**src/hw/rtl/csp_pkg.sv**
```systemverilog
// Shared types, constants and arithmetic helpers of the cubic spline piece evaluator.
package csp_pkg;

   localparam int TABLE_DEPTH = 64;
   localparam int IDX_W       = $clog2(TABLE_DEPTH);
   localparam int SPAN_W      = IDX_W + 1;
   localparam int FRAC_BITS   = 16;
   localparam int DATA_W      = 32;
   localparam int PROD_W      = 2 * DATA_W;
   localparam int ADD_W       = DATA_W + 1;
   localparam int SUM_W       = PROD_W - FRAC_BITS + 8;
   localparam int KR_W        = FRAC_BITS + 4;

   localparam logic OP_WRITE = 1'b0;
   localparam logic OP_EVAL  = 1'b1;

   typedef struct packed {
      logic                     op;
      logic [IDX_W-1:0]         entry_index;
      logic signed [DATA_W-1:0] knot_position;
      logic signed [DATA_W-1:0] cubic_coef;
      logic signed [DATA_W-1:0] square_coef;
      logic signed [DATA_W-1:0] linear_coef;
      logic signed [DATA_W-1:0] constant_coef;
      logic signed [DATA_W-1:0] query_position;
   } req_type;

   typedef struct packed {
      logic signed [DATA_W-1:0] value;
      logic signed [DATA_W-1:0] slope;
      logic signed [DATA_W-1:0] curvature;
      logic [IDX_W-1:0]         piece_index;
      logic                     overflow;
   } rsp_type;

   typedef struct packed {
      logic signed [DATA_W-1:0] c3;
      logic signed [DATA_W-1:0] c2;
      logic signed [DATA_W-1:0] c1;
      logic signed [DATA_W-1:0] c0;
   } coef_type;

   typedef struct packed {
      logic signed [DATA_W-1:0] val;
      logic                     ov;
   } res_type;

   typedef enum logic [3:0] {
      ST_IDLE,
      ST_FIRST,
      ST_LAST,
      ST_SPAN,
      ST_MID,
      ST_PIECE_RD,
      ST_DIFF,
      ST_MUL_C3,
      ST_POST_C3,
      ST_MUL_Y1,
      ST_POST_Y1,
      ST_MUL_Y2,
      ST_POST_Y2,
      ST_MUL_S,
      ST_POST_S,
      ST_OUT
   } state_type;

   typedef enum logic [1:0] {ADDR_ZERO, ADDR_LAST, ADDR_MID, ADDR_PIECE} addr_sel_type;
   typedef enum logic [1:0] {PIECE_KEEP, PIECE_BASE, PIECE_LAST} piece_sel_type;
   typedef enum logic [1:0] {MUL_NONE, MUL_C3, MUL_Y, MUL_S} mul_sel_type;
   typedef enum logic [2:0] {POST_NONE, POST_C3, POST_C1_Y, POST_C0_Y, POST_C1_S} post_sel_type;
   typedef enum logic [1:0] {K_ONE, K_THREE, K_SIX} mul_k_type;

   typedef struct packed {
      logic          wr_en;
      logic          rd_en;
      addr_sel_type  addr_sel;
      logic          load_query;
      piece_sel_type piece_sel;
      logic          step_range;
      logic          calc_diff;
      mul_sel_type   mul_sel;
      post_sel_type  post_sel;
      logic          load_out;
   } cmd_type;

   typedef struct packed {
      logic few_knots;
      logic x_lt_knot;
      logic span_small;
   } status_type;

   // Clamp a wide signed sum to the data width, flag if clamped.
   function automatic res_type sat_data(input logic signed [SUM_W-1:0] sum);
      res_type res;
      res.ov  = !((&sum[SUM_W-1:DATA_W-1]) || !(|sum[SUM_W-1:DATA_W-1]));
      res.val = sum[DATA_W-1:0];
      if (res.ov) begin
         res.val = sum[SUM_W-1] ? {1'b1, {(DATA_W-1){1'b0}}} : {1'b0, {(DATA_W-1){1'b1}}};
      end
      return res;
   endfunction

   // k * prod / 2^F rounded to nearest (ties up), plus addend, then saturated.
   function automatic res_type round_sat(input logic signed [PROD_W-1:0] prod,
                                         input mul_k_type k,
                                         input logic signed [ADD_W-1:0] addend);
      logic signed [SUM_W-1:0] q;
      logic signed [SUM_W-1:0] kq;
      logic signed [SUM_W-1:0] carry;
      logic signed [SUM_W-1:0] sum;
      logic [KR_W-1:0]         r;
      logic [KR_W-1:0]         kr;
      logic [KR_W-1:0]         t;
      q = SUM_W'(prod >>> FRAC_BITS);
      r = KR_W'(prod[FRAC_BITS-1:0]);
      case (k)
         K_THREE: begin
            kq = (q <<< 1) + q;
            kr = (r << 1) + r;
         end
         K_SIX: begin
            kq = (q <<< 2) + (q <<< 1);
            kr = (r << 2) + (r << 1);
         end
         default: begin
            kq = q;
            kr = r;
         end
      endcase
      t     = kr + (KR_W'(1) << (FRAC_BITS - 1));
      carry = signed'(SUM_W'(t >> FRAC_BITS));
      sum   = kq + carry + SUM_W'(addend);
      return sat_data(sum);
   endfunction

endpackage

```
**src/hw/rtl/csp_ctrl.sv**
```systemverilog
// Sequencer of the cubic spline piece evaluator: search, evaluation and result hand-off.
module csp_ctrl (
   input  logic                 clock,
   input  logic                 reset,
   input  logic                 req_valid,
   input  logic                 req_op,
   output logic                 req_ready,
   output logic                 rsp_valid,
   input  logic                 rsp_ready,
   input  csp_pkg::status_type  status,
   output csp_pkg::cmd_type     cmd
);
   import csp_pkg::*;

   state_type state_ff, state_in;
   logic      rsp_valid_ff, rsp_valid_in;
   logic      out_free;

   assign out_free  = !rsp_valid_ff || rsp_ready;
   assign rsp_valid = rsp_valid_ff;
   assign req_ready = (state_ff == ST_IDLE);

   always_comb begin
      state_in = state_ff;
      case (state_ff)
         ST_IDLE: begin
            if (req_valid && req_op == OP_EVAL) begin
               state_in = status.few_knots ? ST_PIECE_RD : ST_FIRST;
            end
         end
         ST_FIRST:    state_in = status.x_lt_knot ? ST_PIECE_RD : ST_LAST;
         ST_LAST:     state_in = status.x_lt_knot ? ST_SPAN : ST_PIECE_RD;
         ST_SPAN:     state_in = status.span_small ? ST_PIECE_RD : ST_MID;
         ST_MID:      state_in = ST_SPAN;
         ST_PIECE_RD: state_in = ST_DIFF;
         ST_DIFF:     state_in = ST_MUL_C3;
         ST_MUL_C3:   state_in = ST_POST_C3;
         ST_POST_C3:  state_in = ST_MUL_Y1;
         ST_MUL_Y1:   state_in = ST_POST_Y1;
         ST_POST_Y1:  state_in = ST_MUL_Y2;
         ST_MUL_Y2:   state_in = ST_POST_Y2;
         ST_POST_Y2:  state_in = ST_MUL_S;
         ST_MUL_S:    state_in = ST_POST_S;
         ST_POST_S:   state_in = ST_OUT;
         ST_OUT: begin
            if (out_free) begin
               state_in = ST_IDLE;
            end
         end
         default:     state_in = ST_IDLE;
      endcase
   end

   always_comb begin
      cmd = '{wr_en: 1'b0, rd_en: 1'b0, addr_sel: ADDR_ZERO, load_query: 1'b0,
              piece_sel: PIECE_KEEP, step_range: 1'b0, calc_diff: 1'b0,
              mul_sel: MUL_NONE, post_sel: POST_NONE, load_out: 1'b0};
      case (state_ff)
         ST_IDLE: begin
            cmd.rd_en      = 1'b1;
            cmd.addr_sel   = ADDR_ZERO;
            cmd.wr_en      = req_valid && req_op == OP_WRITE;
            cmd.load_query = req_valid && req_op == OP_EVAL;
         end
         ST_FIRST: begin
            cmd.rd_en    = 1'b1;
            cmd.addr_sel = ADDR_LAST;
            if (status.x_lt_knot) begin
               cmd.piece_sel = PIECE_BASE;
            end
         end
         ST_LAST: begin
            if (!status.x_lt_knot) begin
               cmd.piece_sel = PIECE_LAST;
            end
         end
         ST_SPAN: begin
            if (status.span_small) begin
               cmd.piece_sel = PIECE_BASE;
            end else begin
               cmd.rd_en    = 1'b1;
               cmd.addr_sel = ADDR_MID;
            end
         end
         ST_MID:      cmd.step_range = 1'b1;
         ST_PIECE_RD: begin
            cmd.rd_en    = 1'b1;
            cmd.addr_sel = ADDR_PIECE;
         end
         ST_DIFF:     cmd.calc_diff = 1'b1;
         ST_MUL_C3:   cmd.mul_sel = MUL_C3;
         ST_POST_C3:  cmd.post_sel = POST_C3;
         ST_MUL_Y1:   cmd.mul_sel = MUL_Y;
         ST_POST_Y1:  cmd.post_sel = POST_C1_Y;
         ST_MUL_Y2:   cmd.mul_sel = MUL_Y;
         ST_POST_Y2:  cmd.post_sel = POST_C0_Y;
         ST_MUL_S:    cmd.mul_sel = MUL_S;
         ST_POST_S:   cmd.post_sel = POST_C1_S;
         ST_OUT:      cmd.load_out = out_free;
         default: begin
         end
      endcase
   end

   always_comb begin
      rsp_valid_in = rsp_valid_ff;
      if (cmd.load_out) begin
         rsp_valid_in = 1'b1;
      end else if (rsp_ready) begin
         rsp_valid_in = 1'b0;
      end
   end

   always_ff @(posedge clock) begin
      if (reset) begin
         state_ff     <= ST_IDLE;
         rsp_valid_ff <= 1'b0;
      end else begin
         state_ff     <= state_in;
         rsp_valid_ff <= rsp_valid_in;
      end
   end

endmodule

```
**config.mk**
```make
export PLATFORM = sky130hd
export DESIGN_NAME = csp_ctrl
export DESIGN_NICKNAME = d
export VERILOG_FILES = /design/src/hw/rtl/csp_pkg.sv /design/src/hw/rtl/csp_ctrl.sv
export SDC_FILE = /design/constraint.sdc
export NUM_CORES = 1
export LEC_CHECK = 0
export BUFFER_PORTS_ARGS = -buffer_cell sky130_fd_sc_hd__buf_4
export CAP_MARGIN = 25
export CORE_AREA = 2 2 39 41
export CTS_CLUSTER_SIZE = 30
export DETAILED_ROUTE_END_ITERATION = 16
export DIE_AREA = 0 0 41 43
export PLACE_DENSITY = 0.72
export SLEW_MARGIN = 10
export SYNTH_ARGS = -nofsm -noshare
export SYNTH_HDL_FRONTEND = slang
export SYNTH_SLANG_ARGS = --single-unit
```
**constraint.sdc**
```tcl
create_clock -name clock -period 1.18 [get_ports clock]
set_input_delay 0.059 -clock clock [delete_from_list [all_inputs] [get_ports clock]]
set_output_delay 0.059 -clock clock [all_outputs]
set_load 0.03 [all_outputs]
```
==> summary.md, run 1 <==
| Metric | Value |
|---|---|
| Overall die area | 1760 µm² |
| Post-synthesis cell type count | 29 |
| Syn-to-layout area delta | 121% |
| Mapped Nets | 72 |
| Crit Path Category | reg -> out |
| Slew @ Worst Pin | 292 ps |
| Num CTS Buffers | 3 |
| Via count | 649 |
| Initial core utilization | 35.1% |
| # nets final | 118 |
| Reg2reg path depth | 5 |
| Clock skew | 10.2 ps |
| Post-Synthesis Cells | 64 |
| Final setup violation count | 19 |
| Syn. warnings | 0 |
| Fmax | 638 MHz |
| Top FF cell, synth | dfxtp_1 |
| Slew margin rel. | 80.4% |
| Hold Path Class | in -> reg |
| Antenna Nets Post-Route | 0 |
| Layout cell share with drive strength beyond 1 | 72.5% |
| N_diodes | 0 |
| Syn_area_per_cell | 7.59 µm² |
| Final Hold Violating Endpoints | 0 |
| Final period utilization | 133% |
| Cell area power density | 1980 nW/µm² |
| Max rail drop VDD | 1.29 mV |
| Setup WS post-layout | -386 ps |
| I/O pins | 25 |
| CP Capture Type | output port |
| First-pass GRT wire length | 2460 µm |
| Post-synth EDFFs | 0 |
| Drt total wl | 1690 µm |
| CP Launch Point | state_ff[0] |
| Startpoint class of the critical path | register |
| Status | finished with violations |
| Setup WS pre-CTS | -149 ps |
| Hold Crit Start | rsp_ready |
| Critical path fanouts, max | 2 |
| Remaining DRCs | 0 |
| Violated checks | setup timing |
| Cells on Worst Hold Path | 3 |
| H-tree Lvls | 1 |
| HPWL Detailed | 1010 µm |
| Drt first pass iters | 4 |
| Clk pin slew, worst setup/hold paths | 50 ps |
| CTS Sinks | 5 |
| Gr usage total | 20.2% |
| Clock latency on the worst-skew pair | 250 ps |
| Tmin final | 1570 ps |
| Synthesized area | 485 µm² |
| Core Region | 1380 µm² |
| CTS max path bufs | 2 |
| Vias in the first global route | 585 |
| Synth Register Bits | 5 |
| Slew Limit Fails | 0 |
| IO buf count | 24 |
| Die H | 43 µm |
| GRT overflow | 0 |
| CTS tree | yes |
| GPL Wtd Cong | 0.772 |
| Vias/cell | 5.19 |
| Seq/Total Area, Yosys | 20.6% |
| Iteration-0 DRC count of the detailed router | 5 |
| Antenna violations before repair | 0 |
| Synth async-reset ratio | 0% |
| Largest net degree at the start of global routing | 13 |
| Row count | 14 |
| Setup tns final | -3400 ps |
| Root Buffer Master | clkbuf_4 |
| Die Span X | 41 µm |
| Max_cap viols | 0 |
| LEAKAGE | 0.479 nW |
| Worst r2r src | state_ff[0] |
| Critical Path AT | 1510 ps |
| WP data required | 1120 ps |
| WL per Instance | 13.5 µm |
| RSZ-0062 raised after global routing | true |
report_power, final:
part | total [W] | internal [W] | switching, W | leakage, nW
clock network | 0.000202 | 0.000128 | 0.0000738 | 0.0150
logic | 0.00164 | 0.000869 | 0.000775 | 0.421
registers | 0.000273 | 0.000215 | 0.0000575 | 0.0433
metrics by stage:
step           util (%)  hold WS [ps]  power (W)  cell area [µm²]  std cells
2_1_floorplan         -           121    0.00103              537         64
3_3_place_gp       58.6           254    0.00143              811        112
3_5_place_dp       58.6           256    0.00145              811        112
4_1_cts            71.3           121    0.00187              987        123
5_1_grt            77.5           167    0.00223             1070        125
6_report           77.5           132    0.00212             1070        125
state kept, by name, indices dropped and copies added, names as in the netlist:
signal,count
state_ff,4
rsp_valid,1
worst max-delay path, stage by stage, from the launching register on:
cell     delay, ps
dfxtp_2        310
or2_4          240
or3_4          370
buf_12         150
nor2_4          80
buf_6          130
cell type report:
| type | count | area (µm²) |
|---|---|---|
| well taps | 16 | 20.0 |
| multi-input cells | 52 | 457 |
| inverters | 1 | 7.51 |
| fillers | 87 | 312 |
| repair buffers | 47 | 453 |
| flip-flops and latches | 5 | 109 |
| clock buffers | 4 | 26.3 |
path summary, 6_finish.rpt:
| path | endpoint | slack [ps] |
|---|---|---|
| max reg2reg | state_ff[0] | -130 |
| min | rsp_valid | 130 |
| min reg2reg | rsp_valid | 530 |
| max | cmd[10] | -390 |
cells in the final DEF (no fill, tap or decap), drive strengths merged, types with 2 or more instances in the layout:
cell type	count
nand2b	7
nor2	11
or3	2
and3	2
or2	2
a21oi	5
mux2i	2
nor3	5
clkbuf	4
buf	46
dfxtp	5
nand2	3
cells in the mapped netlist, drive strengths merged, types with 2 or more instances:
cell    count  share of area (%)
nand2       3                2.3
buf         6                8.2
or3         2                3.6
dfxtp       5                 21
nor2       11                8.5
or2         2                2.6
nor3        5                7.5
and3        2                2.6
a21oi       5                5.2
nand2b      7                 11
mux2i       2                4.1
kinds of logic (layout without fill, tap and decap cells):
kind of cell	after synthesis	in the layout	share of synthesized area, %
multiplexers	2	2	4.12
AO/OA/AOI/OAI	13	13	17.8
buffers and inverters	7	52	9.02
flip-flops	5	5	20.6
AND/OR/NAND/NOR	36	36	46.7
XOR/XNOR	1	1	1.80
what timing repair did:
| item | 4_1_cts | 5_1_grt |
|---|---|---|
| endpoints found under the setup margin | 19 | 19 |
| hold buffers | 1 | 0 |
| pin swaps | 8 | 6 |
| endpoints found under the hold margin | 2 | 0 |
| gates resized for setup | 22 | 11 |
| cloned | 0 | 0 |
| buffers inserted | 6 | 2 |
routing by layer:
layer	routed length, µm	part of all wire (%)	GRT usage [%]	vias up
met3	83	4.9	9.42	2
met5	0	0	0	-
met1	735	43	26.8	311
li1	-	-	-	315
met4	4	0.24	2.00	0
met2	866	51	30.3	21
Note: power is estimated with default switching activity, not from simulation.
==> inputs of run 2 (changes only) <==
--- a/config.mk
+++ b/config.mk
@@ -11,7 +11,7 @@
 export CTS_CLUSTER_SIZE = 30
 export DETAILED_ROUTE_END_ITERATION = 16
 export DIE_AREA = 0 0 41 43
-export PLACE_DENSITY = 0.72
+export PLACE_DENSITY = 0.7
 export SLEW_MARGIN = 10
 export SYNTH_ARGS = -nofsm -noshare
 export SYNTH_HDL_FRONTEND = slang
==> constraint.sdc (replaced) <==
create_clock -name clock -period 1.8 [get_ports clock]
set_input_delay 0.09 -clock clock [delete_from_list [all_inputs] [get_ports clock]]
set_output_delay 0.09 -clock clock [all_outputs]
set_load 0.03 [all_outputs]
==> run 2 against run 1 <==
Effect of this change:
- the run now ends clean
- sequential cell count unchanged
- setup slack better by 480 ps
- global-route usage down 5.0 points
- utilization down 28 points
- total power down 59%
- final area down 36%
- clock-buffer cell count unchanged
- critical endpoint is now cmd[14]
==> summary.md, run 2 (synthesis results as in run 1) <==
| Metric | Value |
|---|---|
| Clock latency on the worst-skew pair | 230 ps (-20 ps) |
| Remaining DRCs | 0 (unchanged) |
| RSZ-0062 raised after global routing | false |
| Crit Path Category | reg -> out |
| Die Span X | 41 µm (unchanged) |
| Clk pwr share | 14.6% (+5.1 points) |
| Via count | 531 (-18%) |
| Switching Power | 0.000416 W (-54%) |
| First-pass GRT wire length | 1930 µm (-21%) |
| Fmax | 587 MHz |
| Most frequent cells in the layout | buf_4, nor2_1, nand2b_1 |
| Tmin final | 1700 ps |
| Final setup violation count | 0 (-19) |
| LEAKAGE | 0.326 nW (-32%) |
| Vias/cell | 5.11 (-1.7%) |
| Antenna Nets Post-Route | 0 (unchanged) |
| Drt total wl | 1200 µm (-29%) |
| Clk pin slew, worst setup/hold paths | 50 ps (about the same) |
| Slew margin rel. | 65.2% (-15 points) |
| Root Buffer Master | clkbuf_4 |
| Met2 Use GR | 25.6% (-4.7 points) |
| Multi-input logic area | 342 µm² (-25%) |
| WL per Instance | 11.5 µm (-15%) |
| Clock skew | 4.48 ps (-5.70 ps) |
| Max reg flops | 4 (unchanged) |
| GPL Wtd Cong | 0.788 (+2.0%) |
| CP Capture Type | output port |
| Final Hold Violating Endpoints | 0 (unchanged) |
| GRT overflow | 0 (unchanged) |
| Layout cell share with drive strength beyond 1 | 40.9% (-32 points) |
| Total Power | 0.000867 W (-59%) |
| Critical Path AT | 1610 ps (+100 ps) |
| Num CTS Buffers | 3 (unchanged) |
| Row count | 14 (unchanged) |
| IO buf count | 24 (unchanged) |
| Sequential power share | 23.3% (+10 points) |
| Gr usage total | 15.2% (-5.0 points) |
| # nets final | 97 (-18%) |
| Syn-to-layout area delta | 41.8% |
| Antenna violations before repair | 0 (unchanged) |
| GR peak layer | met2 |
| Critical path fanouts, max | 7 (+5) |
| Net Sw Frac | 48.0% (+5.3 points) |
| CTS Sinks | 5 (unchanged) |
| H-tree Lvls | 1 (unchanged) |
| Overall die area | 1760 µm² (unchanged) |
| Reg area | 101 µm² (-6.9%) |
| CTS tree | yes |
| GR Util met3 | 1.57% (-7.9 points) |
| Setup tns final | 0 ps (+3400 ps) |
| Largest net degree at the start of global routing | 18 (+5) |
| Startpoint class of the critical path | register |
| Hold Path Class | in -> reg |
| Max_cap viols | 0 (unchanged) |
| HPWL Detailed | 957 µm (-5.4%) |
| CTS max path bufs | 2 (unchanged) |
| WP data required | 1710 ps (+590 ps) |
| Die H | 43 µm (unchanged) |
| Slew @ Worst Pin | 521 ps (+229 ps) |
| Cell area power density | 1260 nW/µm² (-36%) |
| Core Region | 1380 µm² (unchanged) |
| Max rail drop VDD | 0.743 mV (-42%) |
| Largest Register | state_ff |
| Total of fill cells in the finished design | 155 (+78%) |
| Initial core utilization | 35.1% (unchanged) |
| Iteration-0 DRC count of the detailed router | 10 (+5) |
| I/O pins | 25 (unchanged) |
| Met1 usage | 19.4% (-7.4 points) |
| Commonest non-fill, non-tap cell in the layout | buf_4 |
| Vias in the first global route | 466 (-20%) |
| Status | completed |
| N_diodes | 0 (unchanged) |
| Drt first pass iters | 4 (unchanged) |
| Slew Limit Fails | 0 (unchanged) |
| Combinational group share of total power | 62.1% (-15 points) |
| Final period utilization | 94.6% |
| Internal power | 0.000451 W (-63%) |
## run 2: power by group through the flow
stage / Combinational [W] / Sequential [W] / Clock (W)
after CTS: 0.000545 / 0.000200 / 0.000130
after detailed placement: 0.000543 / 0.000201 / 0
final: 0.000539 / 0.000202 / 0.000127
after global routing: 0.000587 / 0.000211 / 0.000135
after global placement: 0.000537 / 0.000197 / 0
after floorplan: 0.000449 / 0.000150 / 0
## run 2: per-stage QoR
step / std cells / util [%] / area, µm² / hold slack [ps] / worst slack, ps
global placement: 100 / 47.7 / 661 / 296 / 332
CTS: 104 / 49.6 / 687 / 48.5 / 77.3
finish: 104 / 49.7 / 688 / 46.6 / 96.6
global route: 104 / 49.7 / 688 / 52.6 / 17.2
floorplan: 64 / - / 485 / 159 / 277
detailed placement: 100 / 47.7 / 661 / 294 / 261
## run 2: final timing paths
path                             startpoint          end  slack, ps  depth (start not counted)
worst min register to register    rsp_valid    rsp_valid        540                          2
worst max-delay path            state_ff[3]      cmd[14]        100                          4
worst max register to register  state_ff[2]  state_ff[2]        260                          4
worst min-delay path                  reset  state_ff[1]         50                          2
## run 2: layout make-up
| class | instances | area share (%) |
|---|---|---|
| tap | 16 | 2.91 |
| inverter | 1 | 0.545 |
| sequential | 5 | 14.7 |
| timing repair buffer | 26 | 28.4 |
| multi-input combinational | 52 | 49.6 |
| clock buffer | 4 | 3.82 |
## run 2: critical path: stages, from the launching register on
cell     delay, ps
dfxtp_1        370
or2_1          300
or3_4          370
nor3b_2        160
buf_4          180
## run 2: routing by layer
metal  routed length, µm  part of all wire (%)
met4                  20                   1.7
met1                 527                    44
met5                   0                     0
met3                  88                   7.3
met2                 562                    47
## run 2: what timing repair did
item                                    in CTS  in global routing
buffers inserted                             0                  0
resized for setup                            0                  1
endpoints found under the setup margin       0                  1
hold buffers                                 0                  0
endpoints found under the hold margin        0                  0
